===== src/rtl/rlep_pkg.sv =====
// Shared types, constants and helpers for the Life run-length pattern parser.
`timescale 1ns / 1ps

package rlep_pkg;

   // counter and field sizing
   localparam int COUNT_BITS  = 16;
   localparam int RULE_DIGITS = 9;
   localparam int DIM_BITS    = 16;
   localparam int ACC_BITS    = (COUNT_BITS > DIM_BITS) ? DIM_BITS : COUNT_BITS;
   localparam int VAL_BITS    = ACC_BITS + 4;
   localparam logic [VAL_BITS-1:0] COUNT_LIMIT = VAL_BITS'((64'd1 << ACC_BITS) - 64'd1);
   localparam logic [DIM_BITS-1:0] DEFAULT_DIM = DIM_BITS'(64);

   // header template
   localparam int HDR_LEN       = 28;
   localparam int HDR_STEP_BITS = 5;
   localparam int HDR_CHAIN     = 4;
   localparam logic [HDR_STEP_BITS-1:0] HDR_STEP_WIDTH  = HDR_STEP_BITS'(4);
   localparam logic [HDR_STEP_BITS-1:0] HDR_STEP_HEIGHT = HDR_STEP_BITS'(11);
   localparam logic [HDR_STEP_BITS-1:0] HDR_STEP_BIRTH  = HDR_STEP_BITS'(22);
   localparam logic [HDR_STEP_BITS-1:0] HDR_STEP_FIRST  = HDR_STEP_BITS'(1);
   localparam logic [7:0] HE_SPACE = 8'h01;
   localparam logic [7:0] HE_NUM   = 8'h02;

   // characters
   localparam logic [7:0] CH_SPACE  = 8'h20;
   localparam logic [7:0] CH_BANG   = 8'h21;
   localparam logic [7:0] CH_HASH   = 8'h23;
   localparam logic [7:0] CH_DOLLAR = 8'h24;
   localparam logic [7:0] CH_NL     = 8'h0A;
   localparam logic [7:0] CH_ZERO   = 8'h30;
   localparam logic [7:0] CH_NINE   = 8'h39;
   localparam logic [7:0] CH_B      = 8'h62;
   localparam logic [7:0] CH_X      = 8'h78;

   // register file
   localparam int CSR_INDEX_BITS = 1;
   localparam logic [CSR_INDEX_BITS-1:0] CSR_DEFAULT_WIDTH  = 1'b0;
   localparam logic [CSR_INDEX_BITS-1:0] CSR_DEFAULT_HEIGHT = 1'b1;

   typedef enum logic [2:0] {
      PH_LINE,
      PH_COMMENT,
      PH_HEADER,
      PH_BODY,
      PH_DONE
   } phase_type;

   typedef enum logic [1:0] {
      KIND_RUN    = 2'd0,
      KIND_HEADER = 2'd1,
      KIND_END    = 2'd2,
      KIND_ERROR  = 2'd3
   } kind_type;

   typedef enum logic [2:0] {
      ERR_LINE_SPACE      = 3'd0,
      ERR_SECOND_HEADER   = 3'd1,
      ERR_HEADER_MISMATCH = 3'd2,
      ERR_EMPTY_SIZE      = 3'd3,
      ERR_RULE_NINE       = 3'd4,
      ERR_NEWLINE_COUNT   = 3'd5,
      ERR_OUTSIDE         = 3'd6,
      ERR_OVERFLOW        = 3'd7
   } err_type;

   // what one byte does to the header match
   typedef struct packed {
      logic [HDR_STEP_BITS-1:0] step;
      logic                     fail;
      err_type                  code;
      logic                     add_digit;
      logic                     set_rule;
      logic                     rule_survival;
      logic                     store_width;
      logic                     store_height;
      logic                     clear_num;
      logic                     done;
   } hdr_act_type;

   typedef struct packed {
      kind_type                kind;
      logic [DIM_BITS-1:0]     row;
      logic [DIM_BITS-1:0]     col;
      logic [DIM_BITS-1:0]     run_length;
      logic                    alive;
      logic [DIM_BITS-1:0]     pattern_width;
      logic [DIM_BITS-1:0]     pattern_height;
      logic [RULE_DIGITS-1:0]  birth_mask;
      logic [RULE_DIGITS-1:0]  survival_mask;
      err_type                 error_code;
   } result_type;

   function automatic logic is_digit(input logic [7:0] c);
      return (c >= CH_ZERO) && (c <= CH_NINE);
   endfunction

   // header template: literal bytes, or HE_SPACE / HE_NUM markers
   function automatic logic [7:0] hdr_elem(input logic [HDR_STEP_BITS-1:0] s);
      logic [7:0] e;
      unique case (s)
         5'd0:    e = 8'h78;   // x
         5'd1:    e = HE_SPACE;
         5'd2:    e = 8'h3D;   // =
         5'd3:    e = HE_SPACE;
         5'd4:    e = HE_NUM;
         5'd5:    e = 8'h2C;   // ,
         5'd6:    e = HE_SPACE;
         5'd7:    e = 8'h79;   // y
         5'd8:    e = HE_SPACE;
         5'd9:    e = 8'h3D;
         5'd10:   e = HE_SPACE;
         5'd11:   e = HE_NUM;
         5'd12:   e = 8'h2C;
         5'd13:   e = HE_SPACE;
         5'd14:   e = 8'h72;   // rule
         5'd15:   e = 8'h75;
         5'd16:   e = 8'h6C;
         5'd17:   e = 8'h65;
         5'd18:   e = HE_SPACE;
         5'd19:   e = 8'h3D;
         5'd20:   e = HE_SPACE;
         5'd21:   e = 8'h42;   // B
         5'd22:   e = HE_NUM;
         5'd23:   e = 8'h2F;   // /
         5'd24:   e = 8'h53;   // S
         5'd25:   e = HE_NUM;
         5'd26:   e = HE_SPACE;
         5'd27:   e = CH_NL;
         default: e = 8'h00;
      endcase
      return e;
   endfunction

endpackage


===== src/rtl/life_rle_pattern_parser.sv =====
// Life run-length pattern parser top level: input word register, parser, result register.
//
// Usage:
//   req_* carries one pattern text byte per word (req_char_byte) plus req_new_file,
//   which restarts the parser on that byte. rsp_* carries at most one result word
//   per byte: a cell run, a header record, an end marker or an error.
//   csr_* writes the default field width (index 0) and height (index 1), used for
//   bound checks until a header arrives; write only while the parser is idle.
// Timing:
//   Each byte is taken into an input register, decoded from there and its result
//   (if any) loaded into the result register when that register is free or
//   draining. The parser state updates as each byte is decoded, so one byte per
//   cycle is sustained while rsp_stall stays low; bytes with no result pass too.
// Reset (synchronous) empties both registers, sets both defaults to 64 and clears
//   the parser. When rsp_stall is high the result word holds; the input register
//   still takes one more byte and then req_stall rises until the result leaves.
`timescale 1ns / 1ps

module life_rle_pattern_parser import rlep_pkg::*; (
   input  logic                      clock,
   input  logic                      reset,
   input  logic                      req_valid,
   output logic                      req_stall,
   input  logic [7:0]                req_char_byte,
   input  logic                      req_new_file,
   output logic                      rsp_valid,
   input  logic                      rsp_stall,
   output logic [1:0]                rsp_kind,
   output logic [DIM_BITS-1:0]       rsp_row,
   output logic [DIM_BITS-1:0]       rsp_col,
   output logic [DIM_BITS-1:0]       rsp_run_length,
   output logic                      rsp_alive,
   output logic [DIM_BITS-1:0]       rsp_pattern_width,
   output logic [DIM_BITS-1:0]       rsp_pattern_height,
   output logic [RULE_DIGITS-1:0]    rsp_birth_mask,
   output logic [RULE_DIGITS-1:0]    rsp_survival_mask,
   output logic [2:0]                rsp_error_code,
   input  logic                      csr_write_enable,
   input  logic [CSR_INDEX_BITS-1:0] csr_index,
   input  logic [DIM_BITS-1:0]       csr_write_data
);

   logic                in_valid_ff, in_valid_in;
   logic [7:0]          in_char_ff, in_char_in;
   logic                in_new_ff, in_new_in;
   logic                rsp_valid_ff, rsp_valid_in;
   result_type          res_ff, res_in;
   logic [DIM_BITS-1:0] dflt_w_ff, dflt_w_in;
   logic [DIM_BITS-1:0] dflt_h_ff, dflt_h_in;

   logic       advance;
   logic       take_in;
   logic       emit;
   result_type result;

   // the decode stage moves whenever it holds a byte and the result register is free or draining
   assign advance   = in_valid_ff && (!rsp_valid_ff || !rsp_stall);
   assign req_stall = in_valid_ff && !advance;
   assign take_in   = req_valid && !req_stall;

   always_comb begin
      in_char_in = take_in ? req_char_byte : in_char_ff;
      in_new_in  = take_in ? req_new_file : in_new_ff;
      priority if (take_in) begin
         in_valid_in = 1'b1;
      end else if (advance) begin
         in_valid_in = 1'b0;
      end else begin
         in_valid_in = in_valid_ff;
      end
   end

   rlep_parser u_parser (
      .clock          (clock),
      .reset          (reset),
      .step_en        (advance),
      .char_byte      (in_char_ff),
      .new_file       (in_new_ff),
      .default_width  (dflt_w_ff),
      .default_height (dflt_h_ff),
      .emit           (emit),
      .result         (result)
   );

   always_comb begin
      res_in = (advance && emit) ? result : res_ff;
      priority if (advance) begin
         rsp_valid_in = emit;
      end else if (rsp_valid_ff && !rsp_stall) begin
         rsp_valid_in = 1'b0;
      end else begin
         rsp_valid_in = rsp_valid_ff;
      end
   end

   always_comb begin
      dflt_w_in = dflt_w_ff;
      dflt_h_in = dflt_h_ff;
      if (csr_write_enable) begin
         unique case (csr_index)
            CSR_DEFAULT_WIDTH:  dflt_w_in = csr_write_data;
            CSR_DEFAULT_HEIGHT: dflt_h_in = csr_write_data;
            default: begin
            end
         endcase
      end
   end

   always_ff @(posedge clock) begin
      if (reset) begin
         in_valid_ff  <= 1'b0;
         rsp_valid_ff <= 1'b0;
         dflt_w_ff    <= DEFAULT_DIM;
         dflt_h_ff    <= DEFAULT_DIM;
      end else begin
         in_valid_ff  <= in_valid_in;
         rsp_valid_ff <= rsp_valid_in;
         dflt_w_ff    <= dflt_w_in;
         dflt_h_ff    <= dflt_h_in;
      end
   end

   always_ff @(posedge clock) begin
      in_char_ff <= in_char_in;
      in_new_ff  <= in_new_in;
      res_ff     <= res_in;
   end

   assign rsp_valid          = rsp_valid_ff;
   assign rsp_kind           = res_ff.kind;
   assign rsp_row            = res_ff.row;
   assign rsp_col            = res_ff.col;
   assign rsp_run_length     = res_ff.run_length;
   assign rsp_alive          = res_ff.alive;
   assign rsp_pattern_width  = res_ff.pattern_width;
   assign rsp_pattern_height = res_ff.pattern_height;
   assign rsp_birth_mask     = res_ff.birth_mask;
   assign rsp_survival_mask  = res_ff.survival_mask;
   assign rsp_error_code     = res_ff.error_code;

endmodule


===== src/rtl/rlep_header.sv =====
// Header template matcher: advances over optional spaces and numbers for one byte.
`timescale 1ns / 1ps

module rlep_header import rlep_pkg::*; (
   input  logic [HDR_STEP_BITS-1:0] step,
   input  logic [7:0]               char_byte,
   input  logic                     num_present,
   input  logic                     digit_ovf,
   output hdr_act_type              act
);

   logic [HDR_STEP_BITS-1:0] s;
   logic                     stop;
   logic [7:0]               e;
   logic                     dig;
   logic [3:0]               dval;

   assign dig  = is_digit(char_byte);
   assign dval = char_byte[3:0];

   // at most space, number, space, literal in one byte
   always_comb begin
      act  = '0;
      s    = step;
      stop = 1'b0;
      e    = '0;
      for (int k = 0; k < HDR_CHAIN; k++) begin
         if (!stop) begin
            e = hdr_elem(s);
            if (s >= HDR_STEP_BITS'(HDR_LEN)) begin
               act.fail = 1'b1;
               act.code = ERR_HEADER_MISMATCH;
               stop     = 1'b1;
            end else if (e == HE_SPACE) begin
               if (char_byte == CH_SPACE) begin
                  stop = 1'b1;
               end else begin
                  s = s + HDR_STEP_BITS'(1);
               end
            end else if (e == HE_NUM) begin
               if (dig) begin
                  if (s > HDR_STEP_HEIGHT) begin
                     if (dval >= 4'(RULE_DIGITS)) begin
                        act.fail = 1'b1;
                        act.code = ERR_RULE_NINE;
                     end else begin
                        act.set_rule      = 1'b1;
                        act.rule_survival = (s != HDR_STEP_BIRTH);
                     end
                  end else if (digit_ovf) begin
                     act.fail = 1'b1;
                     act.code = ERR_OVERFLOW;
                  end else begin
                     act.add_digit = 1'b1;
                  end
                  stop = 1'b1;
               end else begin
                  if (s <= HDR_STEP_HEIGHT) begin
                     if (!num_present) begin
                        act.fail = 1'b1;
                        act.code = ERR_EMPTY_SIZE;
                        stop     = 1'b1;
                     end else if (s == HDR_STEP_WIDTH) begin
                        act.store_width = 1'b1;
                     end else begin
                        act.store_height = 1'b1;
                     end
                  end
                  if (!stop) begin
                     act.clear_num = 1'b1;
                     s             = s + HDR_STEP_BITS'(1);
                  end
               end
            end else begin
               if (char_byte != e) begin
                  act.fail = 1'b1;
                  act.code = ERR_HEADER_MISMATCH;
               end else begin
                  s = s + HDR_STEP_BITS'(1);
                  if (s == HDR_STEP_BITS'(HDR_LEN)) begin
                     act.done = 1'b1;
                  end
               end
               stop = 1'b1;
            end
         end
      end
      if (!stop) begin
         act.fail = 1'b1;
         act.code = ERR_HEADER_MISMATCH;
      end
      act.step = s;
   end

endmodule


===== src/rtl/rlep_parser.sv =====
// Parser state and per-byte decode: cursors, count accumulator, header fields.
`timescale 1ns / 1ps

module rlep_parser import rlep_pkg::*; (
   input  logic                clock,
   input  logic                reset,
   input  logic                step_en,
   input  logic [7:0]          char_byte,
   input  logic                new_file,
   input  logic [DIM_BITS-1:0] default_width,
   input  logic [DIM_BITS-1:0] default_height,
   output logic                emit,
   output result_type          result
);

   phase_type                phase_ff, phase_in, cur_phase;
   logic [HDR_STEP_BITS-1:0] step_ff, step_in, cur_step;
   logic [ACC_BITS-1:0]      acc_ff, acc_in, cur_acc;
   logic                     present_ff, present_in, cur_present;
   logic                     after_ff, after_in, cur_after;
   logic [DIM_BITS-1:0]      col_ff, col_in, cur_col;
   logic [DIM_BITS-1:0]      row_ff, row_in, cur_row;
   logic                     seen_ff, seen_in, cur_seen;
   logic [DIM_BITS-1:0]      held_w_ff, held_w_in, cur_held_w;
   logic [DIM_BITS-1:0]      held_h_ff, held_h_in, cur_held_h;
   logic [RULE_DIGITS-1:0]   held_b_ff, held_b_in, cur_held_b;
   logic [RULE_DIGITS-1:0]   held_s_ff, held_s_in, cur_held_s;

   logic [VAL_BITS-1:0]      val;
   logic                     ovf;
   logic                     dig;
   logic [DIM_BITS-1:0]      n16;
   logic [DIM_BITS:0]        row_sum, col_sum;
   logic [DIM_BITS-1:0]      bound_w, bound_h;
   logic [RULE_DIGITS-1:0]   rule_bit;
   hdr_act_type              hact;

   // decode events
   logic    ev_fail;
   err_type ev_code;
   logic    ev_comment, ev_header, ev_body, ev_line, ev_end, ev_hdr, ev_run, body;

   // new_file wipes state before the byte is used
   always_comb begin
      if (new_file) begin
         cur_phase   = PH_LINE;
         cur_step    = '0;
         cur_acc     = '0;
         cur_present = 1'b0;
         cur_after   = 1'b0;
         cur_col     = '0;
         cur_row     = '0;
         cur_seen    = 1'b0;
         cur_held_w  = '0;
         cur_held_h  = '0;
         cur_held_b  = '0;
         cur_held_s  = '0;
      end else begin
         cur_phase   = phase_ff;
         cur_step    = step_ff;
         cur_acc     = acc_ff;
         cur_present = present_ff;
         cur_after   = after_ff;
         cur_col     = col_ff;
         cur_row     = row_ff;
         cur_seen    = seen_ff;
         cur_held_w  = held_w_ff;
         cur_held_h  = held_h_ff;
         cur_held_b  = held_b_ff;
         cur_held_s  = held_s_ff;
      end
   end

   assign dig      = is_digit(char_byte);
   assign val      = VAL_BITS'(cur_acc) * VAL_BITS'(10) + VAL_BITS'(char_byte[3:0]);
   assign ovf      = val > COUNT_LIMIT;
   assign n16      = cur_present ? DIM_BITS'(cur_acc) : DIM_BITS'(1);
   assign row_sum  = {1'b0, cur_row} + {1'b0, n16};
   assign col_sum  = {1'b0, cur_col} + {1'b0, n16};
   // before a header the bounds track the configured defaults
   assign bound_w  = cur_seen ? cur_held_w : default_width;
   assign bound_h  = cur_seen ? cur_held_h : default_height;
   assign rule_bit = RULE_DIGITS'(1) << char_byte[3:0];

   rlep_header u_header (
      .step        (cur_step),
      .char_byte   (char_byte),
      .num_present (cur_present),
      .digit_ovf   (ovf),
      .act         (hact)
   );

   // per-byte decode: events and datapath next values
   always_comb begin
      ev_fail    = 1'b0;
      ev_code    = ERR_LINE_SPACE;
      ev_comment = 1'b0;
      ev_header  = 1'b0;
      ev_body    = 1'b0;
      ev_line    = 1'b0;
      ev_end     = 1'b0;
      ev_hdr     = 1'b0;
      ev_run     = 1'b0;
      body       = 1'b0;
      step_in    = cur_step;
      acc_in     = cur_acc;
      present_in = cur_present;
      after_in   = cur_after;
      col_in     = cur_col;
      row_in     = cur_row;
      seen_in    = cur_seen;
      held_w_in  = cur_held_w;
      held_h_in  = cur_held_h;
      held_b_in  = cur_held_b;
      held_s_in  = cur_held_s;

      unique case (cur_phase)
         PH_LINE: begin
            priority if (char_byte == CH_SPACE) begin
               ev_fail = 1'b1;
               ev_code = ERR_LINE_SPACE;
            end else if (char_byte == CH_HASH) begin
               ev_comment = 1'b1;
            end else if (char_byte == CH_X) begin
               if (cur_seen) begin
                  ev_fail = 1'b1;
                  ev_code = ERR_SECOND_HEADER;
               end else begin
                  // the 'x' itself matches the first template byte
                  ev_header  = 1'b1;
                  step_in    = HDR_STEP_FIRST;
                  acc_in     = '0;
                  present_in = 1'b0;
                  held_b_in  = '0;
                  held_s_in  = '0;
               end
            end else begin
               body = 1'b1;
            end
         end
         PH_COMMENT: begin
            if (char_byte == CH_NL) begin
               ev_line = 1'b1;
            end
         end
         PH_HEADER: begin
            step_in = hact.step;
            if (hact.fail) begin
               ev_fail = 1'b1;
               ev_code = hact.code;
            end else begin
               if (hact.add_digit) begin
                  acc_in     = val[ACC_BITS-1:0];
                  present_in = 1'b1;
               end
               if (hact.set_rule) begin
                  if (hact.rule_survival) begin
                     held_s_in = cur_held_s | rule_bit;
                  end else begin
                     held_b_in = cur_held_b | rule_bit;
                  end
               end
               if (hact.store_width) begin
                  held_w_in = DIM_BITS'(cur_acc);
               end
               if (hact.store_height) begin
                  held_h_in = DIM_BITS'(cur_acc);
               end
               if (hact.clear_num) begin
                  acc_in     = '0;
                  present_in = 1'b0;
               end
               if (hact.done) begin
                  seen_in = 1'b1;
                  ev_line = 1'b1;
                  ev_hdr  = 1'b1;
               end
            end
         end
         PH_BODY: begin
            body = 1'b1;
         end
         PH_DONE: begin
         end
         default: begin
         end
      endcase

      if (body) begin
         ev_body = 1'b1;
         priority if (!cur_after && dig) begin
            if (ovf) begin
               ev_fail = 1'b1;
               ev_code = ERR_OVERFLOW;
            end else begin
               acc_in     = val[ACC_BITS-1:0];
               present_in = 1'b1;
            end
         end else if (char_byte == CH_SPACE) begin
            after_in = 1'b1;
         end else begin
            acc_in     = '0;
            present_in = 1'b0;
            after_in   = 1'b0;
            priority if (char_byte == CH_DOLLAR) begin
               col_in = '0;
               row_in = row_sum[DIM_BITS] ? '1 : row_sum[DIM_BITS-1:0];
            end else if (char_byte == CH_NL) begin
               if (cur_present) begin
                  ev_fail = 1'b1;
                  ev_code = ERR_NEWLINE_COUNT;
               end else begin
                  ev_line = 1'b1;
               end
            end else if (char_byte == CH_BANG) begin
               ev_end = 1'b1;
            end else if (n16 == '0) begin
               // zero count: nothing drawn
            end else if ((cur_row >= bound_h) || (col_sum > {1'b0, bound_w})) begin
               ev_fail = 1'b1;
               ev_code = ERR_OUTSIDE;
            end else begin
               ev_run = 1'b1;
               col_in = col_sum[DIM_BITS-1:0];
            end
         end
      end
   end

   // next phase
   always_comb begin
      priority if (ev_fail || ev_end) begin
         phase_in = PH_DONE;
      end else if (ev_line) begin
         phase_in = PH_LINE;
      end else if (ev_comment) begin
         phase_in = PH_COMMENT;
      end else if (ev_header) begin
         phase_in = PH_HEADER;
      end else if (ev_body) begin
         phase_in = PH_BODY;
      end else begin
         phase_in = cur_phase;
      end
   end

   // result word
   always_comb begin
      result = '0;
      emit   = ev_fail || ev_end || ev_hdr || ev_run;
      priority if (ev_fail) begin
         result.kind       = KIND_ERROR;
         result.error_code = ev_code;
      end else if (ev_end) begin
         result.kind = KIND_END;
      end else if (ev_hdr) begin
         result.kind           = KIND_HEADER;
         result.pattern_width  = cur_held_w;
         result.pattern_height = cur_held_h;
         result.birth_mask     = cur_held_b;
         result.survival_mask  = cur_held_s;
      end else if (ev_run) begin
         result.kind       = KIND_RUN;
         result.row        = cur_row;
         result.col        = cur_col;
         result.run_length = n16;
         result.alive      = (char_byte != CH_B);
      end else begin
         result.kind = KIND_RUN;
      end
   end

   always_ff @(posedge clock) begin
      if (reset) begin
         phase_ff   <= PH_LINE;
         step_ff    <= '0;
         acc_ff     <= '0;
         present_ff <= 1'b0;
         after_ff   <= 1'b0;
         col_ff     <= '0;
         row_ff     <= '0;
         seen_ff    <= 1'b0;
         held_w_ff  <= '0;
         held_h_ff  <= '0;
         held_b_ff  <= '0;
         held_s_ff  <= '0;
      end else if (step_en) begin
         phase_ff   <= phase_in;
         step_ff    <= step_in;
         acc_ff     <= acc_in;
         present_ff <= present_in;
         after_ff   <= after_in;
         col_ff     <= col_in;
         row_ff     <= row_in;
         seen_ff    <= seen_in;
         held_w_ff  <= held_w_in;
         held_h_ff  <= held_h_in;
         held_b_ff  <= held_b_in;
         held_s_ff  <= held_s_in;
      end
   end

endmodule

===== config.mk =====
export PLATFORM = sky130hd
export DESIGN_NAME = life_rle_pattern_parser
export DESIGN_NICKNAME = d
export VERILOG_FILES = /design/src/rtl/rlep_pkg.sv /design/src/rtl/life_rle_pattern_parser.sv /design/src/rtl/rlep_header.sv /design/src/rtl/rlep_parser.sv
export SDC_FILE = /design/constraint.sdc
export NUM_CORES = 1
export LEC_CHECK = 0
export ABC_AREA = 0
export BUFFER_PORTS_ARGS = -buffer_cell sky130_fd_sc_hd__buf_2
export CAP_MARGIN = 20
export CORE_ASPECT_RATIO = 0.75
export CORE_MARGIN = 2
export CORE_UTILIZATION = 45
export DETAILED_ROUTE_END_ITERATION = 7
export GPL_TIMING_DRIVEN = 1
export RECOVER_POWER = 50
export SETUP_SLACK_MARGIN = 0.02
export SLEW_MARGIN = 20
export SYNTH_ARGS = -nofsm -noshare
export SYNTH_HDL_FRONTEND = slang
export SYNTH_SLANG_ARGS = --single-unit

===== constraint.sdc =====
create_clock -name clock -period 18.5 [get_ports clock]
set_input_delay 1.85 -clock clock [delete_from_list [all_inputs] [get_ports clock]]
set_output_delay 1.85 -clock clock [all_outputs]
set_load 0.005 [all_outputs]

==> qor.yml <==
hold_viol_final: 0
synth_edf_count: 113
routabilityCongestion: 0.9956
first_pass_iters: 8
rsz0062_at_grt: "false"
track_usage: 0.3092
crit_slowest_cell: "o2111ai_1"
ys.warnings.count: 0
syn_area_um2: 19660
synth_nets: 2484
slowest_delay_ns: 0.68
fillCellCount: 4165
rrSetupSlack_ns: 2.61
hold_class: "flip-flop to flip-flop"
io_buffers: 136
required_ns: 18.68
hpwlAfterDp_um: 54510
crit_type: "flip-flop to flip-flop"
grt_max_degree: 67
wire_per_inst_um: 24.01
vias: 19190
relSlewSlack: -0.9198
cts.sinks: 256
post-route-min-period_ns: 15.89
outcome: "finished with violations"
die-area_um2: 45390
synth_seq_area_share: 0.3182
synth_cells: 2318
wl_um: 71820
finalWorstSetupSlack_ns: 2.606
area_growth_pct: 9.700
drive_above_1_share: 0.09656
ir_worst_vdd_mv: 0.05746
finalPower_mw: 1.382
overflow: 0
clockRootBuffer: "clkbuf_16"
period_share: 0.8591
cts_setup_buffers: 0
crit_arrival_ns: 16.08
critPathMaxFanout: 66
async_reset_ff_frac: 0
mostFrequentLayoutCells: "237 x nand2_1, 174 x a21oi_1, 171 x nor2_1"
power_density_nw_per_um2: 64.10
place_area_um2: 20770
synth_area_leaders: "edfxtp_1 17%, dfxtp_1 15%, ha_1 8.3%"
start_util: 0.4543
worstSkewPairLatency_ns: 0.55
synth_area_leader_cell: "edfxtp_1"
fin_nets: 2557
ioPinCount: 137
cts-hold-fix-buffers: 0
avgSynthCellArea_um2: 8.480
setup_viol: 0
ff_latch_area_um2: 6256
cts_buffers: 28
grt_pass1_wl_um: 108600
max_cap_violations: 3
skew_ns: 0.01126
cts_buffer_depth: 3
slew_viol_final: 144
final_common_cell: "nand2_1"
place_ws_ns: 3.166
fin_area_um2: 21560
clkTransAtPathRegs_ns: 0.07
worstMarginPinSlew_ns: 2.880
fp.dieW_um: 245.3
cts_resized: 0
via_per_inst: 6.415
setup-tns-final_ns: 0
fp.dieH_um: 185.0
drt_iter0_markers: 2355
antenna_found_initial: 2
synth.distinct_cells: 121
fmax_mhz: 62.92
total_leakage_power_nw: 8.173
cts_tree: "built"
placementRows: 66
synth_top_area_share: 0.1726
ant_nets: 0
violations: "capacitance limit, slew limit"
h-tree-depth: 1
n_antenna_cell: 0
end_kind: "flip-flop"
core_um2: 43270
synth-main-ff-cell: "dfxtp_1"
multi_input_area_um2: 12430
ys_ff_latch: 256
post-route-drc-count: 0
start_kind: "flip-flop"
grt_pass1_vias: 17590
synth_stat cells (all sizes together) (8+ instances only):
cell type,count
o21bai,35
a221oi,8
o31ai,21
nand2b,32
nor4,18
a21o,26
a31oi,25
o21ai,107
a311oi,8
ha,131
buf,60
or3,18
o221ai,30
o2bb2ai,18
o211ai,27
xnor2,59
a32oi,15
nor2b,64
o21a,13
nor2,176
a211oi,35
nand2,238
a21oi,177
nand3,55
and2,83
dfxtp,143
nor3,71
a22o,24
o31a,10
mux2i,48
o311ai,12
nand4,29
and3,17
or2,17
and4,8
o2111ai,8
edfxtp,113
clkbuf,73
inv,102
xor2,19
o41ai,10
a22oi,23
final timing paths:
check / cells past startpoint / end / startpoint
hold reg to reg: 2 / u_parser.held_b_ff[7] / u_parser.held_b_ff[7]
setup / recovery: 50 / rsp_run_length[6] / in_new_ff
setup reg to reg: 50 / rsp_run_length[6] / in_new_ff
hold / removal: 2 / u_parser.held_b_ff[7] / u_parser.held_b_ff[7]
per-stage QoR:
stage	util	hold slack, ns	cells
floorplan	-	0.4166	2318
global placement	0.4799	0.4316	2938
detailed placement	0.4799	0.4353	2938
CTS	0.5005	0.4506	2990
global route	0.4984	0.4643	2991
finish	0.4984	0.4478	2991
layout make-up:
cell class,count,area share
multi-input combinational,1827,0.5763
clock buffer,41,0.03766
timing repair buffer,176,0.04079
inverter,102,0.01799
tap,578,0.03354
sequential,256,0.2901
clock inverter,11,0.003597
state kept, by name, summed over array words and instances, names as in the netlist, 3 cells and up:
register and count:
rsp_row 16, u_parser.phase_ff 3, rsp_error_code 3, u_parser.step_ff 5, rsp_run_length 16, u_parser.acc_ff 16, u_parser.held_b_ff 9, rsp_survival_mask 9
u_parser.held_h_ff 16, in_char_ff 8, dflt_h_ff 16, rsp_pattern_width 16, u_parser.col_ff 16, dflt_w_ff 16, rsp_pattern_height 16, rsp_col 16
u_parser.held_w_ff 16, u_parser.held_s_ff 9, rsp_birth_mask 9, u_parser.row_ff 16
power by group:
| group | internal, mW | leakage, nW | switching (mW) | total, mW |
|---|---|---|---|---|
| combinational | 0.0605 | 5.44 | 0.144 | 0.204 |
| sequential | 0.617 | 2.30 | 0.0134 | 0.631 |
| clock | 0.307 | 0.432 | 0.240 | 0.547 |
| total | 0.985 | 8.17 | 0.397 | 1.38 |
per-layer routing:
metal,global-route usage,share of wire
met1,0.4900,0.48
met2,0.4216,0.39
met3,0.06447,0.11
met4,0.06061,0.021
met5,0,0.00018
worst max-delay path: cells and delay by family (launching register included):
family / cells / cell delay (ns)
xor gates and xnor gates: 2 / 1.01
and+or+nand+nor: 17 / 5.35
AOI/OAI and AO/OA: 17 / 4.62
adders and majority gates: 4 / 1.27
muxes: 1 / 0.11
buffers and inverters: 9 / 2.68
DFF: 1 / 0.36
logic make-up (layout without fill, tap and decap cells):
family	Yosys count	after routing	synth area share
XOR/XNOR	78	78	0.03475
flip-flops	256	256	0.3182
AND/OR/NAND/NOR	857	857	0.2208
adder cells (fa/ha/maj)	135	135	0.08745
multiplexers	51	51	0.02616
buffers and inverters	235	330	0.05130
AO/OA/AOI/OAI	706	706	0.2613
Power figures use the tool's default switching activity.
